`config.mk`:
```
export PLATFORM = sky130hd
export DESIGN_NAME = wash_cycle_sequencer
export DESIGN_NICKNAME = d
export VERILOG_FILES = /design/src/wcs_pkg.sv /design/src/wcs_core.sv /design/src/wash_cycle_sequencer.sv
export SDC_FILE = /design/constraint.sdc
export NUM_CORES = 1
export LEC_CHECK = 0
export BUFFER_PORTS_ARGS = -buffer_cell sky130_fd_sc_hd__buf_2
export CAP_MARGIN = 20
export CORE_ASPECT_RATIO = 0.5
export CORE_MARGIN = 2
export CORE_UTILIZATION = 56
export DETAILED_ROUTE_END_ITERATION = 8
export PLACE_DENSITY_LB_ADDON = 0.08
export SYNTH_ARGS = -nofsm -noshare
export SYNTH_HDL_FRONTEND = slang
export SYNTH_SLANG_ARGS = --single-unit
```
`constraint.sdc`:
```
create_clock -name clk -period 4.5 [get_ports clk]
set_input_delay 0.45 -clock clk [delete_from_list [all_inputs] [get_ports clk]]
set_output_delay 0.45 -clock clk [all_outputs]
set_load 0.02 [all_outputs]
```
`src/wcs_pkg.sv`:
```
package wcs_pkg;

  // Timer width default
  localparam int TIMER_BITS_DEF = 16;

  // Register file
  localparam int CFG_IDX_W  = 3;
  localparam int CFG_DATA_W = 16;

  typedef enum logic [CFG_IDX_W-1:0] {
    CFG_SOAK_SPIN    = 3'd0,
    CFG_WASH_SPIN    = 3'd1,
    CFG_WASH_PAUSE   = 3'd2,
    CFG_WASH_ROUNDS  = 3'd3,
    CFG_RINSE_SPIN   = 3'd4,
    CFG_FINAL_SPIN   = 3'd5,
    CFG_REVERSE      = 3'd6
  } cfg_idx_t;

  localparam logic [15:0] SOAK_SPIN_RST   = 16'd2000;
  localparam logic [15:0] WASH_SPIN_RST   = 16'd2400;
  localparam logic [15:0] WASH_PAUSE_RST  = 16'd1000;
  localparam logic [3:0]  WASH_ROUNDS_RST = 4'd3;
  localparam logic [15:0] RINSE_SPIN_RST  = 16'd3000;
  localparam logic [15:0] FINAL_SPIN_RST  = 16'd4000;
  localparam logic [15:0] REVERSE_RST     = 16'd500;

  // Phase codes as shown on the result
  localparam logic [2:0] PHC_STOP  = 3'd0;
  localparam logic [2:0] PHC_SOAK  = 3'd1;
  localparam logic [2:0] PHC_WASH  = 3'd2;
  localparam logic [2:0] PHC_RINSE = 3'd3;
  localparam logic [2:0] PHC_SPIN  = 3'd4;
  localparam logic [2:0] PHC_EMERG = 3'd5;

  // Sub-step codes
  localparam logic [1:0] SUB_FIRST  = 2'd0;
  localparam logic [1:0] SUB_SECOND = 2'd1;
  localparam logic [1:0] SUB_THIRD  = 2'd2;

  // Start choice codes
  localparam logic [1:0] CHOICE_SOAK  = 2'd0;
  localparam logic [1:0] CHOICE_WASH  = 2'd1;
  localparam logic [1:0] CHOICE_RINSE = 2'd2;
  localparam logic [1:0] CHOICE_SPIN  = 2'd3;

  // Main phase state, one-hot
  typedef enum logic [5:0] {
    PH_STOP  = 6'b000001,
    PH_SOAK  = 6'b000010,
    PH_WASH  = 6'b000100,
    PH_RINSE = 6'b001000,
    PH_SPIN  = 6'b010000,
    PH_EMERG = 6'b100000
  } phase_t;

  typedef struct packed {
    logic select_press;
    logic start_press;
    logic tank_full;
    logic tank_empty;
    logic door_open;
  } in_item_t;

  typedef struct packed {
    logic [2:0] phase;
    logic [1:0] selected_first;
    logic       stop_lamp;
    logic       soak_lamp;
    logic       wash_lamp;
    logic       rinse_lamp;
    logic       spin_lamp;
    logic       fill_valve;
    logic       drain_pump;
    logic       motor_right;
    logic       motor_left;
  } out_item_t;

  typedef struct packed {
    logic [15:0] soak_spin_ms;
    logic [15:0] wash_spin_ms;
    logic [15:0] wash_pause_ms;
    logic [3:0]  wash_rounds_minus_one;
    logic [15:0] rinse_spin_ms;
    logic [15:0] final_spin_ms;
    logic [15:0] reverse_period_ms;
  } cfg_t;

  // Control state, timers travel separately
  typedef struct packed {
    phase_t     phase;
    logic [1:0] sub_step;
    logic [1:0] start_choice;
    logic       spin_direction;
    logic [3:0] round_count;
    logic       door_prev;
  } ctl_state_t;

  function automatic logic [2:0] phase_code(phase_t ph);
    logic [2:0] code;
    unique case (ph)
      PH_STOP:  code = PHC_STOP;
      PH_SOAK:  code = PHC_SOAK;
      PH_WASH:  code = PHC_WASH;
      PH_RINSE: code = PHC_RINSE;
      PH_SPIN:  code = PHC_SPIN;
      PH_EMERG: code = PHC_EMERG;
      default:  code = PHC_STOP;
    endcase
    return code;
  endfunction

endpackage

```
`src/wcs_core.sv`:
```
// Next state and result for one tick
module wcs_core import wcs_pkg::*; #(
  parameter int TIMER_BITS = TIMER_BITS_DEF
) (
  input  ctl_state_t            st,
  input  logic [TIMER_BITS-1:0] phase_elapsed,
  input  logic [TIMER_BITS-1:0] reverse_elapsed,
  input  cfg_t                  cfg,
  input  in_item_t              item,
  output ctl_state_t            st_next,
  output logic [TIMER_BITS-1:0] phase_elapsed_next,
  output logic [TIMER_BITS-1:0] reverse_elapsed_next,
  output out_item_t             result
);

  localparam int CMP_W = (TIMER_BITS > 16) ? TIMER_BITS : 16;
  localparam logic [TIMER_BITS-1:0] TIMER_MAX = '1;

  logic [TIMER_BITS-1:0] pe_inc;
  logic [TIMER_BITS-1:0] re_inc;
  logic                  reverse_now;
  logic [15:0]           agit_len;
  logic                  agit_done;
  logic                  pause_done;
  logic                  spin_done;
  logic                  rising;
  logic                  do_enter;
  logic                  do_stop;
  phase_t                enter_ph;
  logic [1:0]            enter_sub;
  logic                  agitating;

  // Saturating timer increments
  assign pe_inc = (phase_elapsed == TIMER_MAX) ? phase_elapsed : phase_elapsed + 1'b1;
  assign re_inc = (reverse_elapsed == TIMER_MAX) ? reverse_elapsed : reverse_elapsed + 1'b1;

  assign reverse_now = CMP_W'(re_inc) >= CMP_W'(cfg.reverse_period_ms);

  // Agitation length of the current phase
  always_comb begin
    unique case (st.phase)
      PH_SOAK:  agit_len = cfg.soak_spin_ms;
      PH_WASH:  agit_len = cfg.wash_spin_ms;
      default:  agit_len = cfg.rinse_spin_ms;
    endcase
  end

  assign agit_done  = CMP_W'(pe_inc) > CMP_W'(agit_len);
  assign pause_done = CMP_W'(pe_inc) > CMP_W'(cfg.wash_pause_ms);
  assign spin_done  = CMP_W'(pe_inc) > CMP_W'(cfg.final_spin_ms);
  assign rising     = item.door_open && !st.door_prev;

  // Phase transitions
  always_comb begin
    st_next              = st;
    st_next.door_prev    = item.door_open;
    phase_elapsed_next   = phase_elapsed;
    reverse_elapsed_next = reverse_elapsed;
    do_enter             = 1'b0;
    do_stop              = 1'b0;
    enter_ph             = st.phase;
    enter_sub            = SUB_FIRST;
    agitating            = 1'b0;

    if (rising) begin
      do_enter            = 1'b1;
      enter_ph            = PH_EMERG;
      st_next.round_count = '0;
    end else begin
      unique case (st.phase)
        PH_STOP: begin
          if (item.start_press) begin
            st_next.round_count = '0;
            do_enter            = 1'b1;
            unique case (st.start_choice)
              CHOICE_SOAK:  enter_ph = PH_SOAK;
              CHOICE_WASH:  enter_ph = PH_WASH;
              CHOICE_RINSE: enter_ph = PH_RINSE;
              default:      enter_ph = PH_SPIN;
            endcase
          end else if (item.select_press) begin
            st_next.start_choice = st.start_choice + 1'b1;
          end
        end
        PH_SOAK: begin
          if (st.sub_step == SUB_FIRST) begin
            if (item.tank_full) begin
              do_enter  = 1'b1;
              enter_sub = SUB_SECOND;
            end
          end else if (st.sub_step == SUB_SECOND) begin
            agitating = 1'b1;
            if (agit_done) begin
              st_next.round_count = '0;
              do_enter            = 1'b1;
              enter_ph            = PH_WASH;
            end
          end else begin
            do_stop = 1'b1;
          end
        end
        PH_WASH: begin
          if (st.sub_step == SUB_FIRST) begin
            agitating = 1'b1;
            if (agit_done) begin
              do_enter  = 1'b1;
              enter_sub = SUB_SECOND;
            end
          end else if (st.sub_step == SUB_SECOND) begin
            phase_elapsed_next = pe_inc;
            if (pause_done) begin
              do_enter = 1'b1;
              if (st.round_count >= cfg.wash_rounds_minus_one) begin
                st_next.round_count = '0;
                enter_sub           = SUB_THIRD;
              end else begin
                st_next.round_count = st.round_count + 1'b1;
              end
            end
          end else if (st.sub_step == SUB_THIRD) begin
            if (item.tank_empty) begin
              do_enter = 1'b1;
              enter_ph = PH_RINSE;
            end
          end else begin
            do_stop = 1'b1;
          end
        end
        PH_RINSE: begin
          if (st.sub_step == SUB_FIRST) begin
            if (item.tank_full) begin
              do_enter  = 1'b1;
              enter_sub = SUB_SECOND;
            end
          end else if (st.sub_step == SUB_SECOND) begin
            agitating = 1'b1;
            if (agit_done) begin
              do_enter  = 1'b1;
              enter_sub = SUB_THIRD;
            end
          end else if (st.sub_step == SUB_THIRD) begin
            if (item.tank_empty) begin
              do_enter = 1'b1;
              enter_ph = PH_SPIN;
            end
          end else begin
            do_stop = 1'b1;
          end
        end
        PH_SPIN: begin
          phase_elapsed_next = pe_inc;
          if (spin_done) do_stop = 1'b1;
        end
        PH_EMERG: begin
          if (!item.door_open) do_stop = 1'b1;
        end
        default: do_stop = 1'b1;
      endcase
    end

    // Advance agitation timers and reverse the motor
    if (agitating) begin
      phase_elapsed_next     = pe_inc;
      reverse_elapsed_next   = reverse_now ? '0 : re_inc;
      st_next.spin_direction = st.spin_direction ^ reverse_now;
    end

    if (do_stop) begin
      do_enter             = 1'b1;
      enter_ph             = PH_STOP;
      enter_sub            = SUB_FIRST;
      st_next.start_choice = CHOICE_SOAK;
      st_next.round_count  = '0;
    end

    // Enter a step: clear timers and direction
    if (do_enter) begin
      st_next.phase          = enter_ph;
      st_next.sub_step       = enter_sub;
      phase_elapsed_next     = '0;
      reverse_elapsed_next   = '0;
      st_next.spin_direction = 1'b0;
    end
  end

  // Lamps and drives from the state after the tick
  always_comb begin
    result                = '0;
    result.phase          = phase_code(st_next.phase);
    result.selected_first = st_next.start_choice;
    unique case (st_next.phase)
      PH_STOP: begin
        result.stop_lamp  = 1'b1;
        result.soak_lamp  = (st_next.start_choice == CHOICE_SOAK);
        result.wash_lamp  = (st_next.start_choice <= CHOICE_WASH);
        result.rinse_lamp = (st_next.start_choice <= CHOICE_RINSE);
        result.spin_lamp  = 1'b1;
      end
      PH_SOAK: begin
        result.soak_lamp  = 1'b1;
        result.fill_valve = (st_next.sub_step == SUB_FIRST);
        if (st_next.sub_step == SUB_SECOND) begin
          result.motor_right = !st_next.spin_direction;
          result.motor_left  = st_next.spin_direction;
        end
      end
      PH_WASH: begin
        result.wash_lamp  = 1'b1;
        result.drain_pump = (st_next.sub_step == SUB_THIRD);
        if (st_next.sub_step == SUB_FIRST) begin
          result.motor_right = !st_next.spin_direction;
          result.motor_left  = st_next.spin_direction;
        end
      end
      PH_RINSE: begin
        result.rinse_lamp = 1'b1;
        result.fill_valve = (st_next.sub_step == SUB_FIRST);
        result.drain_pump = (st_next.sub_step == SUB_THIRD);
        if (st_next.sub_step == SUB_SECOND) begin
          result.motor_right = !st_next.spin_direction;
          result.motor_left  = st_next.spin_direction;
        end
      end
      PH_SPIN: begin
        result.spin_lamp   = 1'b1;
        result.motor_right = 1'b1;
      end
      default: ;
    endcase
  end

endmodule

```
`src/wash_cycle_sequencer.sv`:
```
// Wash cycle sequencer: runs soak, wash, rinse and final spin phases.
// Input channel (in_valid/in_stall/in_data): one transaction per millisecond
//   tick with the debounced select and start presses, the tank sensors and
//   the door switch.
// Output channel (out_valid/out_stall/out_data): exactly one transaction per
//   input transaction, giving the phase, chosen first phase, lamps and drives
//   after that tick.
// Config channel (cfg_valid/cfg_ready/cfg_index/cfg_data): writes the phase
//   lengths, wash round count and reverse period; ready is always high.
//   Write only while no transaction is in flight.
// Result: registered as the input is taken; out_valid rises in the next cycle.
// Throughput: one tick per cycle while in_stall is low; the phase logic between the state
//   registers and the result register is combinational.
// Reset (rst, synchronous): stop phase, soak chosen, timers cleared, config
//   back to its defaults, no result pending.
// Stall: while a result waits under out_stall, in_stall is raised; a result
//   taken in the same cycle frees the register for the next tick.
module wash_cycle_sequencer import wcs_pkg::*; #(
  parameter int TIMER_BITS = TIMER_BITS_DEF
) (
  input  logic                  clk,
  input  logic                  rst,
  input  logic                  in_valid,
  output logic                  in_stall,
  input  in_item_t              in_data,
  output logic                  out_valid,
  input  logic                  out_stall,
  output out_item_t             out_data,
  input  logic                  cfg_valid,
  output logic                  cfg_ready,
  input  logic [CFG_IDX_W-1:0]  cfg_index,
  input  logic [CFG_DATA_W-1:0] cfg_data
);

  ctl_state_t            st;
  ctl_state_t            st_next;
  logic [TIMER_BITS-1:0] phase_elapsed;
  logic [TIMER_BITS-1:0] phase_elapsed_next;
  logic [TIMER_BITS-1:0] reverse_elapsed;
  logic [TIMER_BITS-1:0] reverse_elapsed_next;
  cfg_t                  cfg;
  out_item_t             result;
  logic                  in_accept;

  assign cfg_ready = 1'b1;
  assign in_stall  = out_valid && out_stall;
  assign in_accept = in_valid && !in_stall;

  wcs_core #(
    .TIMER_BITS (TIMER_BITS)
  ) u_core (
    .st                   (st),
    .phase_elapsed        (phase_elapsed),
    .reverse_elapsed      (reverse_elapsed),
    .cfg                  (cfg),
    .item                 (in_data),
    .st_next              (st_next),
    .phase_elapsed_next   (phase_elapsed_next),
    .reverse_elapsed_next (reverse_elapsed_next),
    .result               (result)
  );

  // Configuration registers
  always_ff @(posedge clk) begin
    if (rst) begin
      cfg.soak_spin_ms          <= SOAK_SPIN_RST;
      cfg.wash_spin_ms          <= WASH_SPIN_RST;
      cfg.wash_pause_ms         <= WASH_PAUSE_RST;
      cfg.wash_rounds_minus_one <= WASH_ROUNDS_RST;
      cfg.rinse_spin_ms         <= RINSE_SPIN_RST;
      cfg.final_spin_ms         <= FINAL_SPIN_RST;
      cfg.reverse_period_ms     <= REVERSE_RST;
    end else if (cfg_valid && cfg_ready) begin
      unique case (cfg_index)
        CFG_SOAK_SPIN:   cfg.soak_spin_ms          <= cfg_data;
        CFG_WASH_SPIN:   cfg.wash_spin_ms          <= cfg_data;
        CFG_WASH_PAUSE:  cfg.wash_pause_ms         <= cfg_data;
        CFG_WASH_ROUNDS: cfg.wash_rounds_minus_one <= cfg_data[3:0];
        CFG_RINSE_SPIN:  cfg.rinse_spin_ms         <= cfg_data;
        CFG_FINAL_SPIN:  cfg.final_spin_ms         <= cfg_data;
        CFG_REVERSE:     cfg.reverse_period_ms     <= cfg_data;
        default: ;
      endcase
    end
  end

  // Sequencer state, advanced once per accepted tick
  always_ff @(posedge clk) begin
    if (rst) begin
      st.phase          <= PH_STOP;
      st.sub_step       <= SUB_FIRST;
      st.start_choice   <= CHOICE_SOAK;
      st.spin_direction <= 1'b0;
      st.round_count    <= '0;
      st.door_prev      <= 1'b0;
      phase_elapsed     <= '0;
      reverse_elapsed   <= '0;
    end else if (in_accept) begin
      st              <= st_next;
      phase_elapsed   <= phase_elapsed_next;
      reverse_elapsed <= reverse_elapsed_next;
    end
  end

  // Result register: load on accept, drop once taken
  always_ff @(posedge clk) begin
    if (rst) begin
      out_valid <= 1'b0;
    end else if (in_accept) begin
      out_valid <= 1'b1;
    end else if (!out_stall) begin
      out_valid <= 1'b0;
    end
  end

  always_ff @(posedge clk) begin
    if (in_accept) begin
      out_data <= result;
    end
  end

endmodule

```
# [After elaboration in Yosys (flattened, before gate mapping)]
# Cells that the tools add are included.
[totals] latchBits=0 ram_bits=0 register_bits=163 inputBits=29 romBits=0 n_memories=0 elab_cells=206
[op_classes] n_div=0 n_bitwise=1 shift=0 order_cmp=7 multipliers=0 reduce_logical=29 n_addsub=4 n_eq_ne=37 muxes=101
[op_table] op="$mux 16" count=10
[op_table] op="$mux 6" count=14
[op_table] op="$pmux 16 s2" count=2
[op_table] op="$gt 16x16->1" count=3
[op_table] op="$mux 4" count=10
[op_table] op="$mux 1" count=34
[op_table] op="$mux 2" count=17
[op_table] op="$add 16x1->16 const B" count=2
[op_table] op="$eq 16x16->1 const B" count=2
[op_table] op="$pmux 6 s4" count=1
[op_table] op="$ne 4x1->1 const B" count=5
[op_table] op="$ge 16x16->1" count=1
[op_table] op="$ne 4x2->1 const B" count=4
[op_table] op="$reduce_and 2->1" count=8
[op_table] op="$pmux 3 s5" count=1
[op_table] op="$pmux 5 s3" count=1
[op_table] op="$eq 6x1->1 const B" count=2
[op_table] op="$eq 6x2->1 const B" count=2
[op_table] op="$eq 6x3->1 const B" count=2
[op_table] op="$eq 6x4->1 const B" count=2
[op_table] op="$eq 6x5->1 const B" count=2
[op_table] op="$eq 6x6->1 const B" count=2
[op_table] op="$pmux 4 s3" count=1
[op_table] op="$pmux 1 s2" count=5
[op_table] op="other kinds (28)" count=46

# [Longest topological paths before layout]
# Gate-level depths: netlist of the first run.
[depth] word_depth=13 depth_mapped=20 mapped_depth_nobuf=18

# [Cells and area by module]
# From an unflattened synthesis of the first run, not the netlist that was laid out.
[unflattened] cells_unflattened=1263 hier_area_um2=10837.9
[by_module_without_submodules] module="wash_cycle_sequencer" cells_each=598 seq_area_each_um2=3403.3 n_inst=1 area_each_um2=6547.5
[by_module_without_submodules] module="wcs_core" cells_each=665 seq_area_each_um2=0.0 n_inst=1 area_each_um2=4290.4

# [Worst setup path before layout of the first run]
# No wires, ideal clock.
[synth_timing] path_type="reg2reg" start="register phase_elapsed[3]" end="register reverse_elapsed[0]" path_slack_ps=165 arrival_time_ps=4278 synth_period_minus_slack_ps=4335 n_path_buf=3 setup_time_ps=57 path_stages_with_launch=21 path_cell_list="dfxtp_1 clkbuf_1 nand3_1 nor4_1 nand4_1 clkbuf_1 nand2_1 nor2_1 and3_1 xor2_1 ha_1 a21o_1 a21oi_1 o22ai_1 o31a_1 a211o_4 o41ai_4 and2_1 buf_6 o21bai_1 a21o_1"
[synth_via] elab_chain_cells=11 word_cells_on_any_way=23 cone_classes="add/sub (1); order compare (3); eq/ne (1); mux (16); reduce/logical (2)"
[synth_lines] item="start, declared" line_no="wash_cycle_sequencer.sv:37" text="logic [TIMER_BITS-1:0] phase_elapsed;"
[synth_lines] item="start signal, assigned" line_no="wash_cycle_sequencer.sv:100" text="phase_elapsed <= phase_elapsed_next;"
[synth_lines] item="$add 16x1->16 or $eq 16x16->1 (tied branches)" line_no="wcs_core.sv:34" text="assign pe_inc = (phase_elapsed == TIMER_MAX) ? phase_elapsed : phase_elapsed + 1'b1;"
[synth_lines] item="$mux 16 (*)" line_no="wcs_core.sv:34"
[synth_lines] item="$gt 16x16->1, on equally long branches" line_no="wcs_core.sv:48, wcs_core.sv:49"
[synth_lines] item="$mux 1, on equally long branches"
[synth_lines] item="$mux 1, on equally long branches" line_no="wcs_core.sv:135, wcs_core.sv:91, wcs_core.sv:109"
[synth_lines] item="$mux 1, on equally long branches" line_no="wcs_core.sv:130, wcs_core.sv:86, wcs_core.sv:103"
[synth_lines] item="$pmux 1 s4" line_no="wcs_core.sv:70" text="unique case (st.phase)"
[synth_lines] item="$mux 1" line_no="wcs_core.sv:65" text="if (rising) begin"
[synth_lines] item="$mux 1 (*)" line_no="wcs_core.sv:168" text="if (do_stop) begin"
[synth_lines] item="$reduce_bool 2->1 (no source line)"
[synth_lines] item="$reduce_and 2->1 (no source line)"
[synth_lines] item="end signal, assigned" line_no="wash_cycle_sequencer.sv:101" text="reverse_elapsed <= reverse_elapsed_next;"
[synth_lines] item="end, declared" line_no="wash_cycle_sequencer.sv:39" text="logic [TIMER_BITS-1:0] reverse_elapsed;"
# Mark *: on every way between the ends. The rest lies on a longest branch, timed or not.
# A chain may end at the register's enable or synchronous reset.

# [Worst setup path in the final report of the first run]
[layout_timing] start="register phase_elapsed[7]" end="register out_data[2] (netlist name), data pin"
[layout_via] elab_chain_cells=12 word_cells_on_any_way=41 cone_classes="add/sub (1); order compare (3); eq/ne (4); mux (32); reduce/logical (1)"
[layout_lines] item="$add 16x1->16 or $eq 16x16->1 (tied branches)" line_no="wcs_core.sv:34"
[layout_lines] item="$mux 16 (*)" line_no="wcs_core.sv:34"
[layout_lines] item="$gt 16x16->1, on equally long branches" line_no="wcs_core.sv:48, wcs_core.sv:49"
[layout_lines] item="$mux 6 (tied with other cells)" line_no="wcs_core.sv:93" text="if (agit_done) begin"
[layout_lines] item="$mux 6 (tied with other cells)" line_no="wcs_core.sv:91" text="end else if (st.sub_step == SUB_SECOND) begin"
[layout_lines] item="$mux 6 (tied with other cells)" line_no="wcs_core.sv:86" text="if (st.sub_step == SUB_FIRST) begin"
[layout_lines] item="$pmux 6 s4 or $pmux 1 s4 (tied branches)" line_no="wcs_core.sv:70"
[layout_lines] item="$mux 6 or $mux 1 (tied branches)" line_no="wcs_core.sv:65"
[layout_lines] item="$mux 6 or $mux 1 (tied branches)" line_no="wcs_core.sv:168"
[layout_lines] item="$mux 8 (*)" line_no="wcs_core.sv:177" text="if (do_enter) begin"
[layout_lines] item="$eq 6x3->1 or $eq 6x4->1 (tied branches)" line_no="wcs_core.sv:191" text="unique case (st_next.phase)"
[layout_lines] item="$reduce_or 2->1 (no source line)"
[layout_lines] item="end signal, assigned" line_no="wash_cycle_sequencer.sv:118" text="out_data <= result;"
[layout_lines] item="end, declared" line_no="wash_cycle_sequencer.sv:28" text="output out_item_t out_data,"
# Marks and branches as above.

==> results of run 1 <==
==> metal layers <==
metal | share of wire [%] | GRT usage [%] | vias up
met5 | 0 | 0 | -
met1 | 49 | 42.5 | 4062
li1 | - | - | 4297
met4 | 1.5 | 7.94 | 0
met2 | 43 | 44.5 | 273
met3 | 6.7 | 5.81 | 36
==> state kept, by name, indices dropped and copies added, names as in the netlist <==
register	flops
cfg	100
st	16
reverse_elapsed	16
out_valid	1
phase_elapsed	16
out_data	14
==> power groups by stage <==
stage | clock (mW) | sequential, mW | combinational (mW)
6_report | 1.49 | 1.52 | 0.402
5_1_grt | 1.56 | 1.53 | 0.440
4_1_cts | 1.50 | 1.52 | 0.377
3_5_place_dp | 0 | 1.56 | 0.371
3_3_place_gp | 0 | 1.56 | 0.369
2_1_floorplan | 0 | 1.57 | 0.229
==> final timing paths <==
| check | start | endpoint | cells past startpoint |
|---|---|---|---|
| min reg2reg | cfg[64] | cfg[64] | 2 |
| min | in_valid | out_valid | 3 |
| max reg2reg | phase_elapsed[7] | out_data[2] | 15 |
| max | phase_elapsed[7] | out_data[2] | 15 |
==> per-stage QoR <==
step	TNS (ns)	area (sq um)	total power, mW	setup WS [ns]
detailed placement	-1.57	10000	1.93	-0.268
floorplan	0	9290	1.80	0.165
CTS	0	10700	3.40	0.0341
global route	-0.502	11000	3.53	-0.0678
global placement	-0.324	10000	1.93	-0.0787
finish	0	11000	3.42	0.126
==> cell families after synthesis <==
group	share of synthesized area (%)
flops	36.6
mux	0.902
other cells	0.0403
buf+inv	5.26
compound gates	20.2
simple gates	25.0
fa+ha+maj	10.1
xor+xnor	1.88
==> layout by cell type (no fill, tap or decap), types with 8 or more instances in the layout <==
master       n
or3_1        8
buf_2       43
a21oi_2     11
nand4_1     17
a22oi_1     10
a22o_1      16
nand2_1    249
nand3_1     54
clkbuf_16   17
a21oi_1    139
nor2b_1     18
nand2b_1    11
and3_1      11
and2_1       8
a21o_1      16
nor3_1       9
dfxtp_1    143
o21ai_0     31
nor2_1      57
inv_1       66
xnor2_1     15
o211ai_1    24
buf_4       64
ha_1        73
edfxtp_1    14
==> what timing repair did <==
item                                    CTS  global route
buffers inserted                          1             8
pin swaps                                 1            18
resized for setup                         7            44
cloned                                    0             0
endpoints found under the setup margin   36            50
==> layout make-up <==
cell class | count | share of cell area (%)
multi-input combinational | 894 | 51.2
sequential | 163 | 31.1
timing repair buffer | 112 | 7.25
clock buffer | 17 | 3.88
tap | 227 | 2.59
inverter | 67 | 2.29
clock inverter | 15 | 1.71
==> worst reg2reg max path, cell delays in order, from the launching register on <==
cell and delay, ns:
dfxtp_2 0.34, nand4_1 0.22, nor3_2 0.25, and4_1 0.27, nand3_2 0.11, o21ba_2 0.22, a21oi_2 0.16, ha_1 0.28
nand4_2 0.16, nor2_1 0.07, or3_1 0.36, o31a_1 0.40, a211o_4 0.41, o31ai_4 0.51, xnor2_1 0.20, nor4_2 0.24
==> results.py, run 1 <==
metrics = {
    "global_route": {
        "grt-ovfl-total": 0,
        "grt_antenna_before_repair": 0,
        "grt_max_degree": 102,
        "grt_pass1_vias": 7625,
        "grt_pass1_wl_microns": 40000,
        "grt_use_total_pct": 29.3,
    },
    "drt": {
        "drtAntennaViolNets": 0,
        "vias": 8668,
        "drtIter0Drc": 721,
        "wl_per_cell_microns": 17.0,
        "drt-total-wl_microns": 25400,
        "viasPerCell": 5.80,
        "drc": 0,
        "firstDrtPassIters": 6,
    },
    "layout": {
        "seq_area_sq_um": 3410,
        "stdcell_count": 1495,
        "diodes": 0,
        "fin_nets": 1359,
        "area_growth_pct": 18.0,
        "multiInputGateArea_sq_um": 5610,
        "fin_util_pct": 67.2,
        "num-fill-cells": 1381,
        "drive_above_1_share_pct": 16.6,
    },
    "setup_path": {
        "setup.worst_path.class": "flip-flop to flip-flop",
        "r2r_slack_ns": 0.13,
        "crit_required_ns": 4.76,
        "max_stage_delay_ns": 0.51,
        "worst_setup_path_end_kind": "flip-flop",
        "worst-path-buf-inv": 0,
        "crit_arrival_ns": 4.64,
        "critPathMaxFanout": 8,
        "crit_slowest_cell": "o31ai_4",
        "crit_chain": "nand4_1 -> nor3_2 -> and4_1 -> nand3_2 -> o21ba_2 -> a21oi_2 -> ha_1 -> nand4_2 -> nor2_1 -> or3_1 -> o31a_1 -> a211o_4 -> o31ai_4 -> xnor2_1 -> nor4_2",
        "start_kind": "flip-flop",
        "crit_family": "compound AO/OA/AOI/OAI gates",
    },
    "floorplanning": {
        "core_sq_um": 16300,
        "start_util_pct": 57.0,
        "die_area_sq_um": 17700,
        "die_w_microns": 186,
        "rows": 33,
        "die_h_microns": 95.1,
        "ios": 46,
    },
    "synthesis": {
        "synth_area_sq_um": 9290,
        "yosysWarnings": 0,
        "post-synth-top-count-cell": "nand2_1",
        "avgSynthCellArea_sq_um": 7.90,
        "synth_common_cells": "nand2_1 (252), a21oi_1 (149), dfxtp_1 (149), ha_1 (75), inv_1 (66)",
        "synth_top_cell_area_share_pct": 32.1,
        "synthFlopType": "dfxtp_1",
        "postSynthCellCount": 1176,
        "ys_seq_area_share_pct": 36.6,
        "synth_area_leader_cell": "dfxtp_1",
        "synth_area_leaders": "dfxtp_1 (32%), nand2_1 (10%), ha_1 (10%), a21oi_1 (8.0%), edfxtp_1 (4.5%)",
        "synth_cell_types": 77,
        "synth_edf_count": 14,
        "syn-num-nets": 1280,
        "synthArstFlopShare_pct": 0,
        "ys_ff_latch": 163,
    },
    "clock_tree": {
        "clkTransAtPathRegs_ns": 0.07,
        "worstSkewPairLatency_ns": 0.44,
        "cts_buffers": 17,
        "root_buffer": "clkbuf_16",
        "cts_hold_buf": 0,
        "cts_tree": "built",
        "h-tree-depth": 4,
        "cts_sinks": 163,
        "cts_buffer_depth": 2,
    },
    "sta": {
        "whs_ns": 0.238,
        "fin_crit_ns": 4.37,
        "fin_skew_ns": 0.0139,
        "hold_viol": 0,
        "period_share_pct": 97.2,
        "worstMarginPinSlew_ns": 0.639,
        "slew_violations": 0,
        "setup_violations": 0,
        "relSlewSlack_pct": 57.1,
        "fmax_mhz": 229,
    },
    "flow_run": {
        "cap_violations": 0,
    },
    "hold_path": {
        "hp-class": "input pin to flip-flop",
    },
    "placed_design": {
        "globalplace.congestion": 0.935,
        "portBuffers": 44,
        "post-dp-hpwl_microns": 18200,
        "dp.cells": 1452,
    },
    "pwr": {
        "switching_power_mw": 1.01,
        "combPwrFrac_pct": 11.7,
        "power-per-cell-area_nw_per_um2": 312,
        "swShare_pct": 29.6,
        "clock_power_share_pct": 43.6,
        "ir_drop_v": 0.000277,
        "pwr-share-seq_pct": 44.6,
        "cellLeakagePower_nw": 4.67,
        "p_int_mw": 2.41,
    },
    "run_status": {
        "status": "complete, no violations",
    },
}
(Power assumes the default switching activity.)
==> run 2: changes to the inputs <==
- CORE_UTILIZATION: 56 -> 57
- SYNTH_HIERARCHICAL: unset -> 1
==> results.py, run 2 <==
metrics = {
    "layout": {
        "largest_reg_flops": 100,
        "fin_area_sq_um": 13300,
        "area_growth_pct": 22.5,
        "largest-register": "cfg",
        "final_common_cell": "nand2b_1",
        "diodes": 0,
        "fin_nets": 1484,
        "mostFrequentLayoutCells": "nand2b_1 (183), mux2i_1 (152), dfxtp_1 (138)",
        "drive_above_1_share_pct": 22.8,
        "stdcell_count": 1651,
    },
    "global_route": {
        "grt_antenna_before_repair": 0,
        "grt_use_total_pct": 30.5,
        "grt_pass1_wl_microns": 47400,
        "grt-ovfl-total": 0,
        "grt_pass1_vias": 9129,
        "grt_max_degree": 78,
    },
    "run_status": {
        "violations": "setup timing",
        "status": "complete, but fails checks",
    },
    "setup_path": {
        "setup.worst_path.class": "flip-flop to flip-flop",
        "crit_arrival_ns": 4.84,
        "start_kind": "flip-flop",
        "worst_setup_path_end_kind": "flip-flop",
        "timing.rr.end": "out_data[1]",
        "critPathMaxFanout": 10,
        "r2r_cells": 16,
        "crit_required_ns": 4.75,
        "reg2reg_from": "st[12]",
        "r2r_slack_ns": -0.09,
    },
    "sta": {
        "fin_crit_ns": 4.59,
        "setup_violations": 4,
        "worstMarginPinSlew_ns": 0.988,
        "period_share_pct": 102,
        "worst_slack_ns": -0.0911,
        "fmax_mhz": 218,
        "fin_skew_ns": 0.0101,
        "relSlewSlack_pct": 33.7,
        "hold_viol": 0,
        "slew_violations": 0,
        "rsz0062_at_grt": "true",
    },
    "pwr": {
        "cellLeakagePower_nw": 5.92,
        "power-per-cell-area_nw_per_um2": 262,
        "ir_drop_v": 0.000274,
    },
    "clock_tree": {
        "root_buffer": "clkbuf_16",
        "clkTransAtPathRegs_ns": 0.07,
        "cts_sinks": 163,
        "cts_hold_buf": 0,
        "cts_buffer_depth": 2,
        "worstSkewPairLatency_ns": 0.44,
        "cts_buffers": 17,
        "cts_tree": "built",
        "h-tree-depth": 4,
    },
    "synthesis": {
        "postSynthCellCount": 1263,
        "synth_area_leaders": "dfxtp_1 (28%), mux2i_1 (14%), nand2b_1 (11%), ha_1 (8.7%), nor2_1 (4.4%)",
        "post-synth-top-count-cell": "nand2b_1",
        "ys_seq_area_share_pct": 31.4,
        "synth_cell_types": 68,
        "synth_top_cell_area_share_pct": 27.5,
        "synthArstFlopShare_pct": 0,
        "synth_edf_count": 14,
        "synth_area_sq_um": 10800,
        "ys_ff_latch": 163,
        "synthFlopType": "dfxtp_1",
        "synth_common_cells": "nand2b_1 (184), mux2i_1 (153), dfxtp_1 (149), nor2_1 (126), ha_1 (75)",
        "yosysWarnings": 6,
        "syn-num-nets": 1367,
        "avgSynthCellArea_sq_um": 8.58,
        "synth_area_leader_cell": "dfxtp_1",
    },
    "flow_run": {
        "cap_violations": 0,
    },
    "placed_design": {
        "dp.cells": 1606,
        "post-dp-hpwl_microns": 22300,
        "dpl-instance-area_sq_um": 12100,
        "portBuffers": 44,
        "globalplace.congestion": 0.951,
    },
    "hold_path": {
        "hp-class": "input pin to flip-flop",
        "whs_path_depth": 3,
        "hold_start": "in_valid",
        "min_to": "out_valid",
    },
    "floorplanning": {
        "ios": 46,
        "die_h_microns": 102,
        "start_util_pct": 58.5,
        "die_area_sq_um": 20200,
        "core_sq_um": 18500,
        "die_w_microns": 199,
        "rows": 35,
    },
    "drt": {
        "viasPerCell": 5.73,
        "drc": 0,
        "drt-total-wl_microns": 30400,
        "wl_per_cell_microns": 18.4,
        "drtAntennaViolNets": 0,
        "firstDrtPassIters": 5,
        "vias": 9457,
        "drtIter0Drc": 520,
    },
}
## run 2: changes by cell type after synthesis, sizes merged, moves of 10 or more
cell,before,now
a21oi,150,63
buf,11,30
o211ai,24,4
nor2,58,126
mux2i,5,153
xor2,4,15
nand2,252,54
xnor2,16,26
nand3,57,25
nand2b,11,184
## run 2: cell type report
class,count,area [sq um]
tap,259,324
multi-input combinational,954,7390
inverter,67,251
timing repair buffer,177,1310
clock inverter,10,121
fill,1465,5240
clock buffer,21,470
sequential,163,3420
## run 2: how the worst max path moves through the flow
stage / start / end / cells after the start
finish: st[12] / out_data[1] / 16
global route: phase_elapsed[1] / out_data[1] / 20
CTS: st[12] / out_data[1] / 17
detailed placement: phase_elapsed[0] / out_data[1] / 20
global placement: phase_elapsed[0] / out_data[0] / 21
floorplan: st[15] / out_data[1] / 18
## run 2: metal layers
| layer | vias up | GRT usage, % | share of wire (%) | routed length, microns |
|---|---|---|---|---|
| met5 | - | 0 | 0 | 0 |
| li1 | 4614 | - | - | - |
| met4 | 0 | 10.2 | 2.1 | 638 |
| met3 | 56 | 5.89 | 4.8 | 1450 |
| met1 | 4557 | 39.7 | 47 | 14400 |
| met2 | 230 | 51.2 | 46 | 13900 |
## run 2: cells by family (layout without fill, tap and decap cells)
group | after synthesis | count (layout) | synth area share [%]
AO/OA/AOI/OAI | 172 | 172 | 10.5
AND/OR/NAND/NOR | 511 | 511 | 26.0
flip-flops | 163 | 163 | 31.4
buffers and inverters | 146 | 275 | 5.88
multiplexers | 154 | 154 | 14.2
adder cells (fa/ha/maj) | 75 | 75 | 8.66
XOR/XNOR | 41 | 41 | 3.31
other | 1 | 1 | 0.0346
## run 2: timing repair
item	4_1_cts	5_1_grt
cloned	0	2
resized for setup	23	67
endpoints found under the setup margin	26	46
pin swaps	10	22
setup buffers	5	6
## run 2: report_power, final
part           total (mW)  leakage, nW  internal, mW  switching (mW)
logic               0.474         4.28         0.200           0.274
registers            1.52         1.35          1.50          0.0170
clock network        1.49        0.293         0.866           0.627
## run 2: through the flow
step	power [mW]	setup TNS [ns]	setup WS, ns	util, %	hold WS [ns]
finish	3.48	-0.201	-0.0911	71.7	0.237
global placement	1.97	-2.30	-0.208	65.3	0.458
global route	3.60	-1.54	-0.251	71.7	0.226
floorplan	1.83	-0.150	-0.0865	-	0.447
CTS	3.46	-0.0429	-0.0331	69.2	0.222
detailed placement	1.97	-3.54	-0.275	65.3	0.468
## run 2: worst max-delay path, stage by stage, from the launching register on
cell and delay (ns):
dfxtp_2 0.33, or4_4 0.55, nor2_4 0.23, nor2_2 0.12, buf_4 0.20, a21oi_2 0.21
ha_1 0.27, nor2b_1 0.13, o211ai_1 0.26, a21oi_2 0.09, or4_4 0.59, and3_4 0.19
a221o_1 0.38, inv_1 0.08, a31oi_1 0.12, or4_4 0.57, o41ai_2 0.07
